[config.mk]
export PLATFORM = sky130hd
export DESIGN_NAME = dual_channel_adc_block_average_top
export DESIGN_NICKNAME = d
export VERILOG_FILES = /design/src/hw/rtl/dcab_pkg.sv /design/src/hw/rtl/dual_channel_adc_block_average_top.sv /design/src/hw/rtl/dcab_front.sv /design/src/hw/rtl/dcab_queue.sv /design/src/hw/rtl/dcab_back.sv
export SDC_FILE = /design/constraint.sdc
export NUM_CORES = 2
export LEC_CHECK = 0
export BUFFER_PORTS_ARGS = -buffer_cell sky130_fd_sc_hd__buf_4
export CORE_UTILIZATION = 50
export CTS_BUF_LIST = sky130_fd_sc_hd__clkbuf_2
export CTS_CLUSTER_SIZE = 28
export DETAILED_ROUTE_END_ITERATION = 6
export MAX_ROUTING_LAYER = met4
export PLACE_DENSITY = 0.69
export RECOVER_POWER = 50
export SYNTH_ARGS = -nofsm -noshare
export SYNTH_HDL_FRONTEND = slang
export SYNTH_SLANG_ARGS = --single-unit
[constraint.sdc]
create_clock -name clk -period 6.8 [get_ports clk]
set_clock_uncertainty 0.1 [all_clocks]
set_input_delay 1.02 -clock clk [delete_from_list [all_inputs] [get_ports clk]]
set_output_delay 1.02 -clock clk [all_outputs]
set_load 0.02 [all_outputs]
[src/hw/rtl/dcab_pkg.sv]
// Shared types and constants for the dual-channel ADC block averager.
// No dependencies; used by every module of the block.
package dcab_pkg;

  // Input sample width and samples summed per block
  localparam int SAMPLE_BITS   = 10;
  localparam int BLOCK_SAMPLES = 64;

  // Accumulator, counter and derived widths
  localparam int SUM_BITS   = 16;
  localparam int COUNT_BITS = 6;
  localparam int GAIN_BITS  = 16;
  localparam int OFFS_BITS  = 18;
  localparam int CFG_BITS   = 18;
  localparam int PROD_BITS  = SUM_BITS + GAIN_BITS;
  localparam int SHIFT      = 8;
  localparam int TEMP_BITS  = 25;

  // Configuration register reset values
  localparam logic [GAIN_BITS-1:0] EXT_GAIN_RST   = 16'd98;
  localparam logic [OFFS_BITS-1:0] EXT_OFFSET_RST = 18'd7302;
  localparam logic [GAIN_BITS-1:0] INT_GAIN_RST   = 16'd1092;
  localparam logic [OFFS_BITS-1:0] INT_OFFSET_RST = 18'd67000;

  // Configuration register indexes
  typedef enum logic [1:0] {
    REG_EXT_GAIN   = 2'd0,
    REG_EXT_OFFSET = 2'd1,
    REG_INT_GAIN   = 2'd2,
    REG_INT_OFFSET = 2'd3
  } cfg_index_t;

  // Channel codes
  localparam logic CH_EXT = 1'b0;
  localparam logic CH_INT = 1'b1;

  // Queue depth between front and back
  localparam int QUEUE_DEPTH = 4;
  localparam int QPTR_BITS   = $clog2(QUEUE_DEPTH);

  // Classified item handed from front to back
  typedef struct packed {
    logic                next_channel;
    logic                block_done;
    logic                done_channel;
    logic [SUM_BITS-1:0] ext_raw;
    logic [SUM_BITS-1:0] int_raw;
  } item_t;

  // Configuration register file contents
  typedef struct packed {
    logic [GAIN_BITS-1:0] ext_gain;
    logic [OFFS_BITS-1:0] ext_offset;
    logic [GAIN_BITS-1:0] int_gain;
    logic [OFFS_BITS-1:0] int_offset;
  } cfg_t;

endpackage

[src/hw/rtl/dual_channel_adc_block_average_top.sv]
// Dual-channel ADC block averager, top level.
// A result passes from its sample transfer through the queue, stage one and the output register.
// Throughput: one sample per cycle while the output is not held, through a four-entry queue and two back stages.
// Reset (synchronous, rst high) clears sums, count and channel to external,
// empties the queue and restores the default gains and offsets.
// Depends on dcab_pkg, dcab_front, dcab_queue, dcab_back.
module dual_channel_adc_block_average_top (
  input  logic                                   clk,
  input  logic                                   rst,
  input  logic                                   cfg_write_en,
  input  logic [1:0]                             cfg_index,
  input  logic [dcab_pkg::CFG_BITS-1:0]          cfg_data,
  input  logic                                   in_valid,
  output logic                                   in_ready,
  input  logic [dcab_pkg::SAMPLE_BITS-1:0]       sample,
  output logic                                   out_valid,
  input  logic                                   out_ready,
  output logic                                   next_channel,
  output logic                                   block_done,
  output logic                                   done_channel,
  output logic signed [dcab_pkg::TEMP_BITS-1:0]  ext_temp,
  output logic signed [dcab_pkg::TEMP_BITS-1:0]  int_temp
);

  dcab_pkg::item_t front_item;
  dcab_pkg::item_t q_item;
  logic            q_full;
  logic            q_empty;
  logic            q_pop;
  logic            in_xfer;

  // Sample transfer whenever the queue has room
  assign in_ready = !q_full;
  assign in_xfer  = in_valid && in_ready;

  dcab_front u_front (
    .clk    (clk),
    .rst    (rst),
    .take   (in_xfer),
    .sample (sample),
    .item   (front_item)
  );

  dcab_queue u_queue (
    .clk       (clk),
    .rst       (rst),
    .push      (in_xfer),
    .push_item (front_item),
    .pop       (q_pop),
    .pop_item  (q_item),
    .full      (q_full),
    .empty     (q_empty)
  );

  dcab_back u_back (
    .clk          (clk),
    .rst          (rst),
    .cfg_write_en (cfg_write_en),
    .cfg_index    (cfg_index),
    .cfg_data     (cfg_data),
    .q_empty      (q_empty),
    .q_item       (q_item),
    .q_pop        (q_pop),
    .out_valid    (out_valid),
    .out_ready    (out_ready),
    .next_channel (next_channel),
    .block_done   (block_done),
    .done_channel (done_channel),
    .ext_temp     (ext_temp),
    .int_temp     (int_temp)
  );

endmodule

[src/hw/rtl/dcab_front.sv]
// Front end: accumulates samples, closes blocks and toggles the channel.
// Depends on dcab_pkg.
module dcab_front (
  input  logic                                clk,
  input  logic                                rst,
  input  logic                                take,
  input  logic [dcab_pkg::SAMPLE_BITS-1:0]    sample,
  output dcab_pkg::item_t                     item
);

  logic [dcab_pkg::SUM_BITS-1:0]   running_sum;
  logic [dcab_pkg::COUNT_BITS-1:0] sample_count;
  logic                            active_channel;
  logic [dcab_pkg::SUM_BITS-1:0]   ext_raw_sum;
  logic [dcab_pkg::SUM_BITS-1:0]   int_raw_sum;

  logic [dcab_pkg::SUM_BITS-1:0]   sum_next;
  logic [dcab_pkg::COUNT_BITS:0]   cnt_inc;
  logic                            closing;

  // Sum wraps modulo 2^16; count carries one extra bit for the compare
  assign sum_next = running_sum
                  + dcab_pkg::SUM_BITS'(sample);
  assign cnt_inc  = {1'b0, sample_count} + 1'b1;
  assign closing  = (cnt_inc >= (dcab_pkg::COUNT_BITS+1)'(dcab_pkg::BLOCK_SAMPLES));

  // Block state
  always_ff @(posedge clk) begin
    if (rst) begin
      running_sum    <= '0;
      sample_count   <= '0;
      active_channel <= dcab_pkg::CH_EXT;
      ext_raw_sum    <= '0;
      int_raw_sum    <= '0;
    end else if (take) begin
      if (closing) begin
        if (active_channel == dcab_pkg::CH_EXT) begin
          ext_raw_sum <= sum_next;
        end else begin
          int_raw_sum <= sum_next;
        end
        active_channel <= ~active_channel;
        running_sum    <= '0;
        sample_count   <= '0;
      end else begin
        running_sum  <= sum_next;
        sample_count <= cnt_inc[dcab_pkg::COUNT_BITS-1:0];
      end
    end
  end

  // Item as it stands after this sample
  always_comb begin
    item.block_done   = closing;
    item.done_channel = closing ? active_channel : dcab_pkg::CH_EXT;
    item.next_channel = closing ? ~active_channel : active_channel;
    item.ext_raw      = (closing && active_channel == dcab_pkg::CH_EXT) ? sum_next
                                                                       : ext_raw_sum;
    item.int_raw      = (closing && active_channel == dcab_pkg::CH_INT) ? sum_next
                                                                       : int_raw_sum;
  end

endmodule

[src/hw/rtl/dcab_queue.sv]
// Short FIFO that decouples the front end from the scaling back end.
// Depends on dcab_pkg.
module dcab_queue (
  input  logic            clk,
  input  logic            rst,
  input  logic            push,
  input  dcab_pkg::item_t push_item,
  input  logic            pop,
  output dcab_pkg::item_t pop_item,
  output logic            full,
  output logic            empty
);

  dcab_pkg::item_t                 slots [dcab_pkg::QUEUE_DEPTH];
  logic [dcab_pkg::QPTR_BITS-1:0]  wr_ptr;
  logic [dcab_pkg::QPTR_BITS-1:0]  rd_ptr;
  logic [dcab_pkg::QPTR_BITS:0]    fill;

  assign full     = (fill == (dcab_pkg::QPTR_BITS+1)'(dcab_pkg::QUEUE_DEPTH));
  assign empty    = (fill == '0);
  assign pop_item = slots[rd_ptr];

  // Pointers and fill level
  always_ff @(posedge clk) begin
    if (rst) begin
      wr_ptr <= '0;
      rd_ptr <= '0;
      fill   <= '0;
    end else begin
      if (push) wr_ptr <= wr_ptr + 1'b1;
      if (pop)  rd_ptr <= rd_ptr + 1'b1;
      unique case ({push, pop})
        2'b10:   fill <= fill + 1'b1;
        2'b01:   fill <= fill - 1'b1;
        default: fill <= fill;
      endcase
    end
  end

  // Storage
  always_ff @(posedge clk) begin
    if (push) slots[wr_ptr] <= push_item;
  end

endmodule

[src/hw/rtl/dcab_back.sv]
// Back end: configuration registers and the two-stage temperature scaling.
// Multiply in stage one, shift and subtract offset into the output register.
// Depends on dcab_pkg.
module dcab_back (
  input  logic                              clk,
  input  logic                              rst,
  input  logic                              cfg_write_en,
  input  logic [1:0]                        cfg_index,
  input  logic [dcab_pkg::CFG_BITS-1:0]     cfg_data,
  input  logic                              q_empty,
  input  dcab_pkg::item_t                   q_item,
  output logic                              q_pop,
  output logic                              out_valid,
  input  logic                              out_ready,
  output logic                              next_channel,
  output logic                              block_done,
  output logic                              done_channel,
  output logic signed [dcab_pkg::TEMP_BITS-1:0] ext_temp,
  output logic signed [dcab_pkg::TEMP_BITS-1:0] int_temp
);

  dcab_pkg::cfg_t cfg;

  // Stage one registers
  logic                             s1_valid;
  logic                             s1_next_ch;
  logic                             s1_done;
  logic                             s1_done_ch;
  logic [dcab_pkg::PROD_BITS-1:0]   s1_ext_prod;
  logic [dcab_pkg::PROD_BITS-1:0]   s1_int_prod;

  logic s1_take;
  logic s2_load;

  // Configuration writes
  always_ff @(posedge clk) begin
    if (rst) begin
      cfg.ext_gain   <= dcab_pkg::EXT_GAIN_RST;
      cfg.ext_offset <= dcab_pkg::EXT_OFFSET_RST;
      cfg.int_gain   <= dcab_pkg::INT_GAIN_RST;
      cfg.int_offset <= dcab_pkg::INT_OFFSET_RST;
    end else if (cfg_write_en) begin
      unique case (dcab_pkg::cfg_index_t'(cfg_index))
        dcab_pkg::REG_EXT_GAIN:   cfg.ext_gain   <= cfg_data[dcab_pkg::GAIN_BITS-1:0];
        dcab_pkg::REG_EXT_OFFSET: cfg.ext_offset <= cfg_data[dcab_pkg::OFFS_BITS-1:0];
        dcab_pkg::REG_INT_GAIN:   cfg.int_gain   <= cfg_data[dcab_pkg::GAIN_BITS-1:0];
        dcab_pkg::REG_INT_OFFSET: cfg.int_offset <= cfg_data[dcab_pkg::OFFS_BITS-1:0];
        default: ;
      endcase
    end
  end

  // Stall control: each stage moves when the one after it has room
  assign s2_load = s1_valid && (!out_valid || out_ready);
  assign s1_take = !s1_valid || s2_load;
  assign q_pop   = !q_empty && s1_take;

  // Stage one: products
  always_ff @(posedge clk) begin
    if (rst) begin
      s1_valid <= 1'b0;
    end else if (s1_take) begin
      s1_valid <= !q_empty;
    end
  end

  always_ff @(posedge clk) begin
    if (q_pop) begin
      s1_next_ch  <= q_item.next_channel;
      s1_done     <= q_item.block_done;
      s1_done_ch  <= q_item.done_channel;
      s1_ext_prod <= dcab_pkg::PROD_BITS'(q_item.ext_raw) * dcab_pkg::PROD_BITS'(cfg.ext_gain);
      s1_int_prod <= dcab_pkg::PROD_BITS'(q_item.int_raw) * dcab_pkg::PROD_BITS'(cfg.int_gain);
    end
  end

  // Stage two: output register
  always_ff @(posedge clk) begin
    if (rst) begin
      out_valid <= 1'b0;
    end else if (s2_load) begin
      out_valid <= 1'b1;
    end else if (out_ready) begin
      out_valid <= 1'b0;
    end
  end

  always_ff @(posedge clk) begin
    if (s2_load) begin
      next_channel <= s1_next_ch;
      block_done   <= s1_done;
      done_channel <= s1_done_ch;
      ext_temp     <= $signed({1'b0, s1_ext_prod[dcab_pkg::PROD_BITS-1:dcab_pkg::SHIFT]})
                    - $signed(dcab_pkg::TEMP_BITS'(cfg.ext_offset));
      int_temp     <= $signed({1'b0, s1_int_prod[dcab_pkg::PROD_BITS-1:dcab_pkg::SHIFT]})
                    - $signed(dcab_pkg::TEMP_BITS'(cfg.int_offset));
    end
  end

endmodule
Yosys cells after proc, flatten, opt, wreduce, memory -nomap -nowiden. Memories as Yosys holds them, arrays and structs flattened. A register that Yosys moved wholly into a read port is not among the register bits. Index checks and enable logic that the tools add are counted.

Register bits after elaboration: 252. RAM bits: 140. Bits of input ports: 35. Logic and storage cells: 77. Memories kept: 1.

Memories: u_queue.slots (words 4, width 35, rd ports 1, clocked after Yosys merged registers in 1, wr ports 1, line dcab_queue.sv:14) `dcab_pkg::item_t slots [dcab_pkg::QUEUE_DEPTH];`.

Add/sub/neg operators: 8. $mul: 2. Order comparisons: 1. Eq/ne operators: 6. Multiplexer cells: 13. Bitwise logic cells: 1. Reduce and logical (&&, ||, !) cells: 21.

Operator list (count): 16-bit by 16-bit multiplier with 32-bit output (2); 24-bit by 18-bit subtractor with 25-bit output (2); 16-bit two-way mux (3); 16-bit by 10-bit adder with 16-bit output (1); 2-bit AND reduction (4); 6-bit by 1-bit adder with 7-bit output (second input constant) (1); 7-bit >= comparator (second input constant) (1); 2-bit equality test (second input constant) (3); 1-bit two-way mux (6); 6-bit two-way mux (1); 3-bit one-hot mux with 2 select lines (1); 3-bit AND reduction (2); 1-bit logical AND (5); 2-bit by 1-bit adder with 2-bit output (second input constant) (2); 2-bit by 1-bit equality test with 1-bit output (second input constant) (2); 1-bit zero test (4); 2-bit two-way mux (2); 2-bit nonzero test (2); 3-bit by 1-bit adder with 3-bit output (second input constant) (1); 3-bit equality test (second input constant) (1); 3-bit zero test (1); 3-bit by 1-bit subtractor with 3-bit output (second input constant) (1); 2-bit zero test (1); 1-bit logical OR (2); 1-bit inverter (1).

Longest topological paths before layout.
Word-level depth: 7. Depth in mapped cells: 27. Gate-level depth less buffers: 23.

Cells and area by module. A second synthesis with hierarchy kept.

Cell total of the unflattened synthesis: 3178. Area total of the unflattened synthesis: 32588.8 um^2.

Modules (own cells, without submodules): dcab_back (times used 1, cells an instance 2552, area an instance 23886.7 um^2, seq. area each 4524.3 um^2); dcab_queue (times used 1, cells an instance 230, area an instance 5536.6 um^2, seq. area each 4384.2 um^2); dcab_front (times used 1, cells an instance 394, area an instance 3155.5 um^2, seq. area each 1101.1 um^2); dual_channel_adc_block_average_top (times used 1, cells an instance 2, area an instance 10.0 um^2, seq. area each 0.0 um^2).

Least setup slack after synthesis. No wires, ideal clock.

Path type: reg-to-reg. Start point: reg with a tool-made name. End point: reg u_back.s1_int_prod[21] in the netlist's numbering (data pin). Arrival: 6613 ps. Required time: 6441 ps. Slack: -172 ps. Cell stages (with the launch flop): 26. Path buffers: 3. Period minus slack after synthesis: 6972 ps. Path through: dfxtp_1 -> buf_6 -> buf_1 -> mux4_2 -> clkbuf_1 -> nand2_1 -> fa_1 -> fa_1 -> inv_1 -> fa_1 -> inv_1 -> fa_1 -> inv_1 -> fa_1 -> inv_1 -> fa_1 -> inv_1 -> ha_1 -> a21oi_1 -> nand2_1 -> a2111o_1 -> o211ai_2 -> nand2_2 -> a21o_1 -> a21oi_2 -> xnor2_1.

RTL lines: to (signal assigned) (line dcab_back.sv:73) `s1_int_prod <= dcab_pkg::PROD_BITS'(q_item.int_raw) * dcab_pkg::PROD_BITS'(cfg.int_gain);`; to (decl) (line dcab_back.sv:30) `logic [dcab_pkg::PROD_BITS-1:0] s1_int_prod;`.

==> results.ini <==
[critical_path]
worst-r2r-setup-slack_ps = 220
crit_path_end_kind = register
critPathArrivalTime_ps = 7240
required_ps = 7460
crit_buf_inv = 7
cp_common_cell = fa_1
r2r-end = u_back.s1_ext_prod[28]$_DFFE_PP_
crit_type = reg -> reg
path_cells = clkbuf_16 > mux4_2 > buf_4 > and2_1 > fa_1 > inv_1 > fa_1 > inv_1 > ha_1 > fa_1 > inv_1 > fa_1 > fa_1 > inv_1 > ha_1 > nand3_1 > o22ai_1 > a41oi_1 > o21ai_0 > a32oi_1 > buf_4 > o2111ai_1 > nand2_1 > xnor2_1
path_max_fanout = 14
critPathLaunchType = register
ff2ff_path_depth = 24
cpPeakStageDelay_ps = 550
worst_path_max_delay_cell = mux4_2
critical-path-top-delay-family = adder cells

[logic_synthesis]
synth_xor_area_frac = 0.0248
synth_fp_nets = 3954
synth.distinct_cells = 80
async_flop_share = 0
synthFlopType = edfxtp_1
synth.cell_area_um2 = 32800
synth_edf_count = 244
ys_seq_area_frac = 0.305
ys_ff_latch = 378
synth_compound_area_frac = 0.0757
synthCells = 3273
synth_top_area_share = 0.238
yosysTopAreaCell = fa_1
syn_avg_cell_area_um2 = 10.0
synth-adder-area-share = 0.336
synth_simple_gate_area_frac = 0.149
yosys_warnings = 0
synth_area_leaders = fa_1 (24%), edfxtp_1 (22%), ha_1 (9.8%), dfxtp_1 (8.2%), inv_1 (6.2%)
muxShareOfSynthArea = 0.0308
synth_top_family_by_area = adder cells

[route]
vias_per_cell = 5.28
ant_nets = 0
drc_errors = 0
wire_per_inst_um = 17.0
drt_iter0_markers = 1517
postRouteWirelength_mm = 74.7
firstDrtPassIters = 5
via_count = 23200

[die]
core_um2 = 64700
start_util = 0.507
design.portCount = 90
die_y_um = 258
die_x_um = 258
row_count = 93
die-area_um2 = 66600

[final_layout]
final_cells = 4388
drive_gt1_frac = 0.137
final_cell_mix = inv_1 (539), nand2_1 (469), fa_1 (387)
layout_commonest_cell = inv_1
fin_nets = 4137
area_delta_synth_final_pct = 10.5

[worst_hold_path]
min_from = cfg_data[17]
min_path_cells = 3
holdPathEnd = u_back.cfg[51]$_SDFFE_PP0P_
hold_class = in -> reg

[clock_tree]
root_buffer = clkbuf_2
cts_sinks = 378
clockBufferDepth = 3
cts_tree = done
clk_pin_slew_worst_paths_ps = 110
clk_latency_ps = 1110
cts_max_level = 3
cts_buffers = 92

[sta]
final_max_slew_viol_count = 394
period_minus_slack_ps = 6580
hold_viol_final = 0
setup_viol = 0
maxSlewHeadroom = -1.72
fmax_ghz = 0.152
worst_pin_slew_ps = 4080
period_share = 0.968
whs_ps = 116

[grt]
antenna_found_initial = 1
grt_pass1_vias = 23100
grt_overflow = 0
grt.busiest_layer = met2
grt_max_degree = 86
grt_first_pass_wirelength_mm = 121
grtUsageTotal = 0.236
grtUsageMet3 = 0.0420
grtUsageMet2 = 0.361
use_met1 = 0.326

[place]
finalWeightedCongestion = 0.953
dp_hpwl_mm = 57.1
port_buffers = 89
placedCellCount = 4183

[status]
violations = max-capacitance violations, max-slew violations
run_status = finished, violations left

[run]
maxCapViolCount = 8

==> cells by family (layout without fill, tap and decap cells) <==
kind of cell | after synthesis | after routing
compound gates | 388 | 388
xor+xnor | 93 | 93
fa+ha+maj | 646 | 646
buf+inv | 683 | 942
flops | 378 | 378
mux | 55 | 55
other cells | 0 | 1
simple gates | 1030 | 1030
==> stage by stage <==
stage / TNS [ps] / util / instance area (µm²) / setup slack (ps)
2_1_floorplan: 0 / - / 32800 / 82.3
3_3_place_gp: 0 / 0.539 / 34900 / 96.9
3_5_place_dp: 0 / 0.539 / 34900 / 92.3
4_1_cts: 0 / 0.554 / 35900 / 61.6
5_1_grt: -162 / 0.561 / 36300 / -65.0
6_report: 0 / 0.561 / 36300 / 218
==> flip-flops by register name (all words and copies together), names as in the netlist, 2 cells and up, named ones only <==
| name | flops |
|---|---|
| u_back.ext_temp | 25 |
| u_queue.wr_ptr | 2 |
| u_back.int_temp | 25 |
| u_back.s1_ext_prod | 24 |
| u_front.int_raw_sum | 16 |
| u_front.ext_raw_sum | 16 |
| u_queue.rd_ptr | 2 |
| u_queue.slots | 140 |
| u_queue.fill | 3 |
| u_front.sample_count | 6 |
| u_back.s1_int_prod | 24 |
| u_front.running_sum | 16 |
| u_back.cfg | 68 |
==> layer usage <==
| layer | up-vias | part of all wire |
|---|---|---|
| li1 | 11000 | - |
| met1 | 11300 | 0.46 |
| met2 | 730 | 0.45 |
| met3 | 105 | 0.072 |
| met4 | 0 | 0.016 |
| met5 | - | 0 |
==> how the worst max path moves through the flow <==
stage	from	end	slack (ps)	cells past startpoint
after floorplan	register	u_back.s1_int_prod[21]$_DFFE_PP_	80	25
after global placement	register	u_back.s1_ext_prod[28]$_DFFE_PP_	100	22
after detailed placement	register	u_back.s1_int_prod[22]$_DFFE_PP_	90	25
after CTS	register	u_back.s1_int_prod[22]$_DFFE_PP_	60	25
after global routing	register	u_back.s1_ext_prod[28]$_DFFE_PP_	-60	21
final	register	u_back.s1_ext_prod[28]$_DFFE_PP_	220	24
==> timing repair <==
item	in CTS	in global routing
buffers inserted	0	26
hold endpoints to repair	11	0
hold buffers	6	0
endpoints found under the setup margin	0	22
resized for setup	0	43
==> tightest hold or removal path, stage by stage <==
cell and delay (ps):
buf_4 120, nand2_1 60, a21oi_1 50
==> synth_stat cells, drive strengths merged (35+ instances only) <==
master,count
and2,236
nand2,472
edfxtp,244
o21ai,46
inv,541
clkbuf,130
nand3,37
fa,390
xnor2,60
mux4,35
ha,256
dfxtp,134
nor2,137
a21oi,167
==> area by class of cell <==
class                   instances  area [µm²]
fillers                      5715       28400
multi-input cells            2212       20400
flip-flops and latches        378       10000
inverters                     542        2030
repair buffers                230        1810
well taps                     855        1070
clock buffers                 134         671
clock inverters                36         243
diodes                          1        2.50
Power is left out: the tool's default activity adds up to more than one toggle a clock period on the data nets, which glitch-free logic cannot reach.
